===== src/hdl/crbb_pkg.sv =====
// ----------------------------------------------------------------------------
// crbb_pkg
// Types, constants and codes shared by the clipped rgba blit/blend block.
// ----------------------------------------------------------------------------
package crbb_pkg;

  localparam int MAX_DIM = 4096;
  localparam int CNT_W   = $clog2(MAX_DIM);
  localparam int DIM_W   = 13;
  localparam int PIX_W   = 32;
  localparam int IDX_W   = 3;
  localparam int Q_DEPTH = 4;
  localparam int Q_AW    = $clog2(Q_DEPTH);

  localparam logic [PIX_W-1:0] RB_MASK   = 32'h00FF_00FF;
  localparam logic [PIX_W-1:0] G_MASK    = 32'h0000_FF00;
  localparam logic [PIX_W-1:0] AG_MASK   = 32'hFF00_FF00;
  localparam logic [PIX_W-1:0] ONE_ALPHA = 32'h0100_0000;
  localparam logic [7:0]       ALPHA_MAX = 8'd255;

  typedef enum logic [IDX_W-1:0] {
    REG_DEST_WIDTH    = 3'd0,
    REG_DEST_HEIGHT   = 3'd1,
    REG_SOURCE_WIDTH  = 3'd2,
    REG_SOURCE_HEIGHT = 3'd3,
    REG_OFFSET_X      = 3'd4,
    REG_OFFSET_Y      = 3'd5,
    REG_BLEND_MODE    = 3'd6
  } reg_idx_t;

  typedef enum logic [1:0] {
    OP_SKIP = 2'd0,
    OP_SRC  = 2'd1,
    OP_DST  = 2'd2,
    OP_MIX  = 2'd3
  } pix_op_t;

  typedef struct packed {
    logic [DIM_W-1:0] dest_width;
    logic [DIM_W-1:0] dest_height;
    logic [DIM_W-1:0] source_width;
    logic [DIM_W-1:0] source_height;
    logic [DIM_W-1:0] offset_x;
    logic [DIM_W-1:0] offset_y;
    logic             blend_mode;
  } cfg_t;

  typedef struct packed {
    logic [DIM_W-1:0] dest_col;
    logic [DIM_W-1:0] dest_row;
    pix_op_t          op;
    logic             last;
    logic [PIX_W-1:0] src;
    logic [PIX_W-1:0] dst;
  } job_t;

endpackage


===== src/hdl/crbb_front.sv =====
// ----------------------------------------------------------------------------
// crbb_front
// Raster counters, destination mapping, clipping and pixel classification.
// ----------------------------------------------------------------------------
module crbb_front (
  input  logic                         clk,
  input  logic                         rst_n,
  input  crbb_pkg::cfg_t               cfg,
  input  logic                         in_push,
  output logic                         in_full,
  input  logic [crbb_pkg::PIX_W-1:0]   in_source_pixel,
  input  logic [crbb_pkg::PIX_W-1:0]   in_under_pixel,
  input  logic                         q_full,
  output logic                         q_wr,
  output crbb_pkg::job_t               q_data
);
  import crbb_pkg::*;

  logic [CNT_W-1:0] col_r, col_nxt;
  logic [CNT_W-1:0] row_r, row_nxt;
  logic [DIM_W-1:0] sw, sh, ox, oy, x, y, col_inc, row_inc;
  logic             visible, last;
  logic [7:0]       alpha;
  pix_op_t          op;

  function automatic logic [DIM_W-1:0] sat_dim(input logic [DIM_W-1:0] v);
    logic [DIM_W-1:0] r;
    if (v == '0) r = DIM_W'(1);
    else if (v > DIM_W'(MAX_DIM)) r = DIM_W'(MAX_DIM);
    else r = v;
    return r;
  endfunction

  always_comb begin
    sw      = sat_dim(cfg.source_width);
    sh      = sat_dim(cfg.source_height);
    ox      = cfg.offset_x[DIM_W-1] ? '0 : {1'b0, cfg.offset_x[DIM_W-2:0]};
    oy      = cfg.offset_y[DIM_W-1] ? '0 : {1'b0, cfg.offset_y[DIM_W-2:0]};
    x       = ox + DIM_W'(col_r);
    y       = oy + DIM_W'(row_r);
    visible = (x < cfg.dest_width) && (y < cfg.dest_height);
    last    = (DIM_W'(col_r) == sw - DIM_W'(1)) && (DIM_W'(row_r) == sh - DIM_W'(1));
    alpha   = in_source_pixel[PIX_W-1 -: 8];
    if (!visible) op = OP_SKIP;
    else if (!cfg.blend_mode || alpha == ALPHA_MAX) op = OP_SRC;
    else if (alpha == '0) op = OP_DST;
    else op = OP_MIX;

    col_inc = DIM_W'(col_r) + DIM_W'(1);
    row_inc = DIM_W'(row_r) + DIM_W'(1);
    col_nxt = col_r;
    row_nxt = row_r;
    if (q_wr) begin
      if (col_inc >= sw) begin
        col_nxt = '0;
        row_nxt = (row_inc >= sh) ? '0 : row_inc[CNT_W-1:0];
      end else begin
        col_nxt = col_inc[CNT_W-1:0];
      end
    end
  end

  assign in_full         = q_full;
  assign q_wr            = in_push && !q_full;
  assign q_data.dest_col = x;
  assign q_data.dest_row = y;
  assign q_data.op       = op;
  assign q_data.last     = last;
  assign q_data.src      = in_source_pixel;
  assign q_data.dst      = in_under_pixel;

  always_ff @(posedge clk) begin
    if (!rst_n) begin
      col_r <= '0;
      row_r <= '0;
    end else begin
      col_r <= col_nxt;
      row_r <= row_nxt;
    end
  end

endmodule


===== src/hdl/crbb_queue.sv =====
// ----------------------------------------------------------------------------
// crbb_queue
// Short register queue of classified pixels between front and back.
// ----------------------------------------------------------------------------
module crbb_queue (
  input  logic           clk,
  input  logic           rst_n,
  input  logic           wr_en,
  input  crbb_pkg::job_t wr_data,
  output logic           full,
  input  logic           rd_en,
  output crbb_pkg::job_t rd_data,
  output logic           empty
);
  import crbb_pkg::*;

  job_t            mem_r [Q_DEPTH];
  logic [Q_AW-1:0] wp_r, wp_nxt, rp_r, rp_nxt;
  logic [Q_AW:0]   cnt_r, cnt_nxt;
  logic            do_wr, do_rd;

  assign full    = (cnt_r == (Q_AW+1)'(Q_DEPTH));
  assign empty   = (cnt_r == '0);
  assign do_wr   = wr_en && !full;
  assign do_rd   = rd_en && !empty;
  assign rd_data = mem_r[rp_r];

  always_comb begin
    wp_nxt  = do_wr ? wp_r + Q_AW'(1) : wp_r;
    rp_nxt  = do_rd ? rp_r + Q_AW'(1) : rp_r;
    cnt_nxt = cnt_r;
    if (do_wr && !do_rd) cnt_nxt = cnt_r + (Q_AW+1)'(1);
    else if (do_rd && !do_wr) cnt_nxt = cnt_r - (Q_AW+1)'(1);
  end

  always_ff @(posedge clk) begin
    if (do_wr) mem_r[wp_r] <= wr_data;
  end

  always_ff @(posedge clk) begin
    if (!rst_n) begin
      wp_r  <= '0;
      rp_r  <= '0;
      cnt_r <= '0;
    end else begin
      wp_r  <= wp_nxt;
      rp_r  <= rp_nxt;
      cnt_r <= cnt_nxt;
    end
  end

  a_cnt_bound: assert property (@(posedge clk) disable iff (!rst_n)
    cnt_r <= (Q_AW+1)'(Q_DEPTH)) else $error("queue count overflow");

  a_ptr_gap: assert property (@(posedge clk) disable iff (!rst_n)
    (wp_r - rp_r) == cnt_r[Q_AW-1:0]) else $error("queue pointers disagree with count");

endmodule


===== src/hdl/crbb_back.sv =====
// ----------------------------------------------------------------------------
// crbb_back
// Two-stage blend pipeline: products, then sum/mask into the result register.
// ----------------------------------------------------------------------------
module crbb_back (
  input  logic                         clk,
  input  logic                         rst_n,
  input  logic                         q_empty,
  output logic                         q_rd,
  input  crbb_pkg::job_t               q_data,
  output logic                         out_empty,
  input  logic                         out_pop,
  output logic [crbb_pkg::DIM_W-1:0]   out_dest_col,
  output logic [crbb_pkg::DIM_W-1:0]   out_dest_row,
  output logic [crbb_pkg::PIX_W-1:0]   out_pixel,
  output logic                         out_write_enable,
  output logic                         out_frame_last
);
  import crbb_pkg::*;

  logic             a_valid_r, a_valid_nxt, b_valid_r, b_valid_nxt;
  logic             a_load, b_load;
  logic [DIM_W-1:0] a_col_r, a_row_r, b_col_r, b_row_r;
  logic             a_we_r, a_last_r, a_mix_r, b_we_r, b_last_r;
  logic [PIX_W-1:0] a_pix_r, b_pix_r, pix_sel, mixed, rb_sum, ag_sum;
  logic [PIX_W-1:0] p_rbd_r, p_rbs_r, p_agd_r, p_ags_r;
  logic [PIX_W-1:0] na_w, a_w;

  assign b_load = a_valid_r && (!b_valid_r || out_pop);
  assign a_load = !q_empty && (!a_valid_r || b_load);
  assign q_rd   = a_load;

  always_comb begin
    a_valid_nxt = a_load ? 1'b1 : (b_load ? 1'b0 : a_valid_r);
    b_valid_nxt = b_load ? 1'b1 : (out_pop ? 1'b0 : b_valid_r);
    a_w  = {24'd0, q_data.src[PIX_W-1 -: 8]};
    na_w = {24'd0, ALPHA_MAX - q_data.src[PIX_W-1 -: 8]};
    unique case (q_data.op)
      OP_SKIP: pix_sel = '0;
      OP_SRC:  pix_sel = q_data.src;
      OP_DST:  pix_sel = q_data.dst;
      OP_MIX:  pix_sel = '0;
      default: pix_sel = '0;
    endcase
    rb_sum = p_rbd_r + p_rbs_r;
    ag_sum = p_agd_r + p_ags_r;
    mixed  = ((rb_sum >> 8) & RB_MASK) | (ag_sum & AG_MASK);
  end

  always_ff @(posedge clk) begin
    if (a_load) begin
      a_col_r  <= q_data.dest_col;
      a_row_r  <= q_data.dest_row;
      a_we_r   <= (q_data.op != OP_SKIP);
      a_last_r <= q_data.last;
      a_mix_r  <= (q_data.op == OP_MIX);
      a_pix_r  <= pix_sel;
      p_rbd_r  <= na_w * (q_data.dst & RB_MASK);
      p_rbs_r  <= a_w * (q_data.src & RB_MASK);
      p_agd_r  <= na_w * ((q_data.dst & AG_MASK) >> 8);
      p_ags_r  <= a_w * (ONE_ALPHA | ((q_data.src & G_MASK) >> 8));
    end
    if (b_load) begin
      b_col_r  <= a_col_r;
      b_row_r  <= a_row_r;
      b_we_r   <= a_we_r;
      b_last_r <= a_last_r;
      b_pix_r  <= a_mix_r ? mixed : a_pix_r;
    end
  end

  always_ff @(posedge clk) begin
    if (!rst_n) begin
      a_valid_r <= 1'b0;
      b_valid_r <= 1'b0;
    end else begin
      a_valid_r <= a_valid_nxt;
      b_valid_r <= b_valid_nxt;
    end
  end

  assign out_empty        = !b_valid_r;
  assign out_dest_col     = b_col_r;
  assign out_dest_row     = b_row_r;
  assign out_pixel        = b_pix_r;
  assign out_write_enable = b_we_r;
  assign out_frame_last   = b_last_r;

  a_hold: assert property (@(posedge clk) disable iff (!rst_n)
    (b_valid_r && !out_pop) |=> (b_valid_r && $stable(b_pix_r) && $stable(b_col_r)))
    else $error("result changed while stalled");

  a_no_drop: assert property (@(posedge clk) disable iff (!rst_n)
    (a_valid_r && b_valid_r && !out_pop) |=> a_valid_r)
    else $error("stage a lost an item under stall");

endmodule


===== src/hdl/clipped_rgba_blit_blend.sv =====
// ----------------------------------------------------------------------------
// clipped_rgba_blit_blend
// Clipped rgba blit with optional alpha blend, one source pixel per item.
// ----------------------------------------------------------------------------
//  channel  | handshake          | payload
//  ---------+--------------------+------------------------------------------
//  in       | in_push / in_full  | in_source_pixel, in_under_pixel
//  out      | out_pop / out_empty| out_dest_col, out_dest_row, out_pixel,
//           |                    | out_write_enable, out_frame_last
//  cfg      | cfg_we             | cfg_index, cfg_data
//
//  one item per clock sustained while out_pop keeps up; a pushed item passes
//  through the queue register, the product stage and the result register
//  reset clears counters, queue and valids; config registers take their reset values
//  a stalled output backs up through the pipeline into the 4-entry queue
// ----------------------------------------------------------------------------
module clipped_rgba_blit_blend (
  input  logic                         clk,
  input  logic                         rst_n,
  input  logic                         in_push,
  output logic                         in_full,
  input  logic [crbb_pkg::PIX_W-1:0]   in_source_pixel,
  input  logic [crbb_pkg::PIX_W-1:0]   in_under_pixel,
  output logic                         out_empty,
  input  logic                         out_pop,
  output logic [crbb_pkg::DIM_W-1:0]   out_dest_col,
  output logic [crbb_pkg::DIM_W-1:0]   out_dest_row,
  output logic [crbb_pkg::PIX_W-1:0]   out_pixel,
  output logic                         out_write_enable,
  output logic                         out_frame_last,
  input  logic                         cfg_we,
  input  logic [crbb_pkg::IDX_W-1:0]   cfg_index,
  input  logic [crbb_pkg::DIM_W-1:0]   cfg_data
);
  import crbb_pkg::*;

  cfg_t cfg_r, cfg_nxt;
  job_t wr_job, rd_job;
  logic q_wr, q_full, q_rd, q_empty;

  always_comb begin
    cfg_nxt = cfg_r;
    if (cfg_we) begin
      unique case (cfg_index)
        REG_DEST_WIDTH:    cfg_nxt.dest_width    = cfg_data;
        REG_DEST_HEIGHT:   cfg_nxt.dest_height   = cfg_data;
        REG_SOURCE_WIDTH:  cfg_nxt.source_width  = cfg_data;
        REG_SOURCE_HEIGHT: cfg_nxt.source_height = cfg_data;
        REG_OFFSET_X:      cfg_nxt.offset_x      = cfg_data;
        REG_OFFSET_Y:      cfg_nxt.offset_y      = cfg_data;
        REG_BLEND_MODE:    cfg_nxt.blend_mode    = cfg_data[0];
        default:           cfg_nxt = cfg_r;
      endcase
    end
  end

  always_ff @(posedge clk) begin
    if (!rst_n) begin
      cfg_r.dest_width    <= DIM_W'(1);
      cfg_r.dest_height   <= DIM_W'(1);
      cfg_r.source_width  <= DIM_W'(1);
      cfg_r.source_height <= DIM_W'(1);
      cfg_r.offset_x      <= '0;
      cfg_r.offset_y      <= '0;
      cfg_r.blend_mode    <= 1'b1;
    end else begin
      cfg_r <= cfg_nxt;
    end
  end

  crbb_front u_front (
    .clk             (clk),
    .rst_n           (rst_n),
    .cfg             (cfg_r),
    .in_push         (in_push),
    .in_full         (in_full),
    .in_source_pixel (in_source_pixel),
    .in_under_pixel  (in_under_pixel),
    .q_full          (q_full),
    .q_wr            (q_wr),
    .q_data          (wr_job)
  );

  crbb_queue u_queue (
    .clk     (clk),
    .rst_n   (rst_n),
    .wr_en   (q_wr),
    .wr_data (wr_job),
    .full    (q_full),
    .rd_en   (q_rd),
    .rd_data (rd_job),
    .empty   (q_empty)
  );

  crbb_back u_back (
    .clk              (clk),
    .rst_n            (rst_n),
    .q_empty          (q_empty),
    .q_rd             (q_rd),
    .q_data           (rd_job),
    .out_empty        (out_empty),
    .out_pop          (out_pop),
    .out_dest_col     (out_dest_col),
    .out_dest_row     (out_dest_row),
    .out_pixel        (out_pixel),
    .out_write_enable (out_write_enable),
    .out_frame_last   (out_frame_last)
  );

endmodule

===== config.mk =====
export PLATFORM = sky130hd
export DESIGN_NAME = clipped_rgba_blit_blend
export DESIGN_NICKNAME = d
export VERILOG_FILES = /design/src/hdl/crbb_pkg.sv /design/src/hdl/crbb_front.sv /design/src/hdl/crbb_queue.sv /design/src/hdl/crbb_back.sv /design/src/hdl/clipped_rgba_blit_blend.sv
export SDC_FILE = /design/constraint.sdc
export NUM_CORES = 2
export LEC_CHECK = 0
export ABC_AREA = 1
export BUFFER_PORTS_ARGS = -buffer_cell sky130_fd_sc_hd__buf_2
export CAP_MARGIN = 20
export CELL_PAD_IN_SITES_DETAIL_PLACEMENT = 0
export CELL_PAD_IN_SITES_GLOBAL_PLACEMENT = 1
export CORE_MARGIN = 2
export CORE_UTILIZATION = 35
export CTS_BUF_LIST = sky130_fd_sc_hd__clkbuf_4
export DETAILED_ROUTE_END_ITERATION = 12
export GPL_TIMING_DRIVEN = 0
export PLACE_DENSITY_LB_ADDON = 0.05
export RECOVER_POWER = 25
export SLEW_MARGIN = 30
export SYNTH_ARGS = -nofsm -noshare
export SYNTH_HDL_FRONTEND = slang
export SYNTH_SLANG_ARGS = --single-unit
export TNS_END_PERCENT = 1

===== constraint.sdc =====
create_clock -name clk -period 16.13 [get_ports clk]
set_input_delay 1.613 -clock clk [delete_from_list [all_inputs] [get_ports clk]]
set_output_delay 1.613 -clock clk [all_outputs]
set_load 0.03 [all_outputs]

After elaboration in Yosys (flattened, before gate mapping). Memory sizes are Yosys's and may differ from the RTL's. A register that Yosys moved wholly into a read port is not among the register bits. Cells that the tools add are included.

Bits in writable memories: 372. Memories: 1. Word-level logic and storage cells: 128. Register bits: 361. Latch bits: 0. Output and inout port bits: 62. Input port bits: 85. ROM bits: 0.

Memory list: u_queue.mem_r (depth 4, width 93, rd ports 1, clocked after Yosys merged registers in 1, write ports 1, RTL line crbb_queue.sv:17) `job_t mem_r [Q_DEPTH];`.

Order comparisons: 6. Multiplexer cells: 23. Add/sub/neg operators: 13. Equality and inequality tests: 13. Divide/modulo/power cells: 0. Bitwise logic cells: 1. Multipliers: 4. Shifts and indexed selects: 0. Reductions and logical operators: 38.

Operators with widths (count): $mul A8 B24 Y32 (3); $pmux W32 S3 (1); $add A32 B32 Y32 (2); $mux W13 (4); $mux W12 (4); $mul A8 B25 Y32 (1); $mux W32 (1); $or A24 B32 Y32 (1); $add A12 B1 Y13 const B (2); $add A13 B12 Y13 (2); $eq A12 B13 Y1 (2); $ge A13 B13 Y1 (2); $gt A13 B13 Y1 const B (2); $logic_not A13 Y1 (2); $lt A13 B13 Y1 (2); $sub A13 B1 Y13 const B (2); $reduce_and A2 Y1 (8); $eq A3 B3 Y1 const B (4); $logic_and A1 B1 Y1 (9); $eq A8 B8 Y1 const B (1); $logic_not A8 Y1 (1); $mux W2 (4); $reduce_bool A2 Y1 (4); $sub A8 B8 Y8 const A (1); other kinds (14) (33).

Longest topological paths before layout.
Word-level depth: 9. Depth in mapped cells: 30. Mapped depth without buffers: 26.

Cells and area by module. From an unflattened synthesis, not the netlist that was laid out.

Cells, all modules: 6021. Area total of the unflattened synthesis: 51434.3 um^2.

Modules (own cells, without submodules): crbb_back (cells an instance 3699, area an instance 28591.2 um^2, times used 1, seq. area each 7337.0 um^2); crbb_queue (cells an instance 969, area an instance 14209.9 um^2, times used 1, seq. area each 11350.9 um^2); crbb_front (cells an instance 897, area an instance 5469.0 um^2, times used 1, seq. area each 480.5 um^2); clipped_rgba_blit_blend (cells an instance 456, area an instance 3164.3 um^2, times used 1, seq. area each 1581.5 um^2).

Worst setup path before layout. No wires, ideal clock.

Kind: input port to flip-flop. From: input port in_push. To: memory u_queue.mem_r[0][0] (netlist name), enable pin. Stages: 5. Arrival time: 6.261 ns. Slack: 9.323 ns. Required time: 15.584 ns. Cell sequence: inv_1 > nor2_1 > clkinv_1 > clkbuf_1 > nor2_1.

Word-level cells in the longest chain between the ends: 4.

Ends and longest elaborated chain: from (decl) (RTL line clipped_rgba_blit_blend.sv:20) `input logic in_push,`; $logic_and A1 B1 Y1 (RTL line crbb_front.sv:64) `assign q_wr = in_push && !q_full;`; via q_wr (RTL line clipped_rgba_blit_blend.sv:39) `logic q_wr, q_full, q_rd, q_empty;`; $logic_and A1 B1 Y1 (RTL line crbb_queue.sv:24) `assign do_wr = wr_en && !full;`; $mux W1 (RTL line crbb_queue.sv:37) `if (do_wr) mem_r[wp_r] <= wr_data;`; $mux W1 (not written as such) (RTL line crbb_queue.sv:37); to (decl) (RTL line crbb_queue.sv:17).

The timed path passes the listed nets, and every way through them passes these cells.

==> flow_metrics.env <==
export IMPL_status="complete, but fails checks"
export IMPL_violations="capacitance limit, slew limit"
export IMPL_gr_usage_all_layers_pct=23.4
export IMPL_slew_violations=28
export IMPL_area_growth_pct=13.4
export IMPL_first_iter_violations=2096
export IMPL_hold_viol_final=0
export IMPL_setup_ws_ns=8.37
export IMPL_cts_root_buffer="clkbuf_4"
export IMPL_clock_sinks=729
export IMPL_ctsHoldBuffers=0
export IMPL_relSlewSlack_pct=-21.9
export IMPL_fillers=13970
export IMPL_synth_enable_flop_cells=615
export IMPL_hpwl_um=128000
export IMPL_maxCapViolCount=1
export IMPL_synthCells=4999
export IMPL_async_flop_share_pct=0
export IMPL_holdCritPathClass="register to register"
export IMPL_num_nets_final=6128
export IMPL_die_h_um=373
export IMPL_grt_pass1_vias=36550
export IMPL_start_kind="register"
export IMPL_synth_avg_cell_area_um2=9.51
export IMPL_yosysUniqueCellTypes=64
export IMPL_post_cts_buffers=0
export IMPL_drc=0
export IMPL_htreeDepth=4
export IMPL_die_w_um=373
export IMPL_tightest_slew_ns=1.82
export IMPL_timing_rr_end="u_back.p_rbs_r[24]"
export IMPL_min_delay_start="u_back.a_row_r[12]"
export IMPL_ant_nets=0
export IMPL_period_share_pct=48.1
export IMPL_dr_pass1_iters=7
export IMPL_postRouteWirelength_um=162000
export IMPL_crit_fanout=10
export IMPL_postPlaceCellArea_um2=51400
export IMPL_fp_dieArea_um2=139000
export IMPL_cts_tree="built"
export IMPL_synth_area_um2=47500
export IMPL_rows=135
export IMPL_antenna_found_initial=34
export IMPL_core_um2=135000
export IMPL_finalClockSkew_ns=0.0911
export IMPL_cp_arrival_ns=8.71
export IMPL_ys_seq_elements=729
export IMPL_end_kind="register"
export IMPL_io_buffers=146
export IMPL_via_count=36095
export IMPL_worstHoldEndpoint="u_back.out_dest_row[12]"
export IMPL_rr_worst_depth=24
export IMPL_syn_nets=5742
export IMPL_period_minus_slack_ns=7.76
export IMPL_rrSetupSlack_ns=8.37
export IMPL_rsz0062_at_grt="no"
export IMPL_postLayoutCellArea_um2=53900
export IMPL_cts_buffers=201
export IMPL_yosysWarnings=0
export IMPL_start_util_pct=35.2
export IMPL_critPathRequiredTime_ns=17.08
export IMPL_pin_count=147
export IMPL_dpl_cell_count=6962
export IMPL_viasPerCell=4.92
export IMPL_setup_tns_ns=0
export IMPL_path_class="register to register"
export IMPL_fmax_mhz=129
export IMPL_hold_path_depth=0
export IMPL_clkLatencyLatePin_ns=1.28
export IMPL_wl_per_cell_um=22.0
export IMPL_cts_clk_slew_worst_paths_ns=0.08
export IMPL_ys_seq_area_share_pct=43.7
export IMPL_grt_overflow_total=0
export IMPL_setup_viol=0
export IMPL_synthFlopType="edfxtp_1"
export IMPL_grt_pass1_wl_um=237000
export IMPL_fin_cells=7341
export IMPL_clk_path_buf_depth=3
export IMPL_cts_resized=0
export IMPL_grt_start_max_net_pins=92
export IMPL_drive_above_1_share_pct=9.72
export IMPL_gp_congestion=0.863
export IMPL_post_place_ws_ns=8.20
## through the flow
| stage | util (%) | hold slack (ns) |
|---|---|---|
| final | 39.9 | 0.399 |
| after global routing | 39.9 | 0.388 |
| after CTS | 40.0 | 0.399 |
| after detailed placement | 38.0 | 0.405 |
| after global placement | 37.4 | 0.403 |
| after floorplan | - | 0.400 |
## state kept, by name, summed over array words and instances (netlist names), 13 cells and up, named ones only
signal and cells:
u_back.p_ags_r 26, u_queue.mem_r 372, u_back.p_rbd_r 32, u_back.a_col_r 13, u_back.out_pixel 32, u_back.a_row_r 13, u_back.out_dest_col 13, cfg_r 79
u_back.a_pix_r 32, u_back.p_rbs_r 32, u_back.p_agd_r 32, u_back.out_dest_row 13
## placed cells by master (no fill, tap or decap), types with 10 or more instances in the layout
master    count
a32oi_1      57
buf_16       26
a21o_1       22
a21oi_1     344
nand3b_1     12
ha_1        406
dfxtp_1     114
buf_2       116
nor3_1       39
o211ai_1     11
o21ai_0     261
clkinv_1     57
clkbuf_2     12
a31oi_1      17
o21bai_1     12
nand4_1      27
nand2_1     830
xor2_1      106
nor2_1      656
inv_2        10
o22ai_1      60
clkbuf_4    289
edfxtp_1    615
diode_2      12
nand3_1     130
inv_1       705
clkbuf_1    151
xnor2_1      54
fa_1        252
## cell families after synthesis
logic type	Yosys count	share of synthesized area, %
buffers and inverters	866	7.06
xor gates and xnor gates	161	3.00
DFF	729	43.7
adders and majority gates	658	21.3
AOI/OAI and AO/OA	846	10.3
and+or+nand+nor	1739	14.7
## cell type report
type | count | area (um2) | share of cell area (%)
timing repair buffer | 183 | 1440 | 2.67
multi-input combinational | 3404 | 23500 | 43.5
buffer | 146 | 663 | 1.23
clock buffer | 288 | 2160 | 4.01
sequential | 729 | 20700 | 38.5
tap | 1781 | 2230 | 4.14
antenna | 12 | 30.0 | 0.0557
clock inverter | 78 | 452 | 0.838
inverter | 720 | 2710 | 5.03
## layer usage
layer / track usage (%) / wire length [um]
met1: 29.5 / 70300
met2: 40.7 / 79400
met3: 4.86 / 7990
met4: 6.43 / 3820
met5: 0 / 211
## worst max-delay path by stage
stage	endpoint	cells after the start	slack, ns	start
after global placement	u_queue.mem_r[1][81]	6	4.75	in_push
after global routing	u_back.p_rbs_r[24]	24	7.85	register
final	u_back.p_rbs_r[24]	24	8.37	register
after floorplan	u_queue.mem_r[0][0]	5	9.32	in_push
after CTS	u_back.p_rbs_r[24]	24	8.17	register
after detailed placement	u_back.p_rbs_r[24]	24	8.20	register
## critical path, stage by stage, from the launching register on
cell      delay, ns
dfxtp_1        0.70
inv_2          0.25
buf_2          0.29
a21oi_1        0.18
a32oi_2        0.26
inv_1          0.64
clkbuf_1       0.82
nor2_1         0.17
fa_1           0.48
fa_1           0.47
fa_1           0.56
inv_1          0.05
fa_1           0.48
inv_1          0.04
ha_1           0.34
a21o_1         0.22
a21oi_1        0.29
o21ai_1        0.15
a21boi_0       0.36
nand2_1        0.17
nand2_1        0.09
nand2_1        0.10
nand2_1        0.08
nand2_1        0.06
xor2_1         0.18
## synth_stat cells (54+ instances only)
cell	number	area share [%]
nand3_1	130	1.4
a21oi_1	344	3.6
o22ai_1	60	0.79
a32oi_1	57	1.1
o21ai_0	261	2.7
inv_1	706	5.6
xnor2_1	54	0.99
clkbuf_1	95	0.75
nand2_1	830	6.6
edfxtp_1	615	39
xor2_1	106	2.0
ha_1	406	11
nor2_1	660	5.2
fa_1	252	11
dfxtp_1	114	4.8
Power is not shown: default switching activity piles up to over one toggle a cycle in this logic, so the estimate is an artifact.
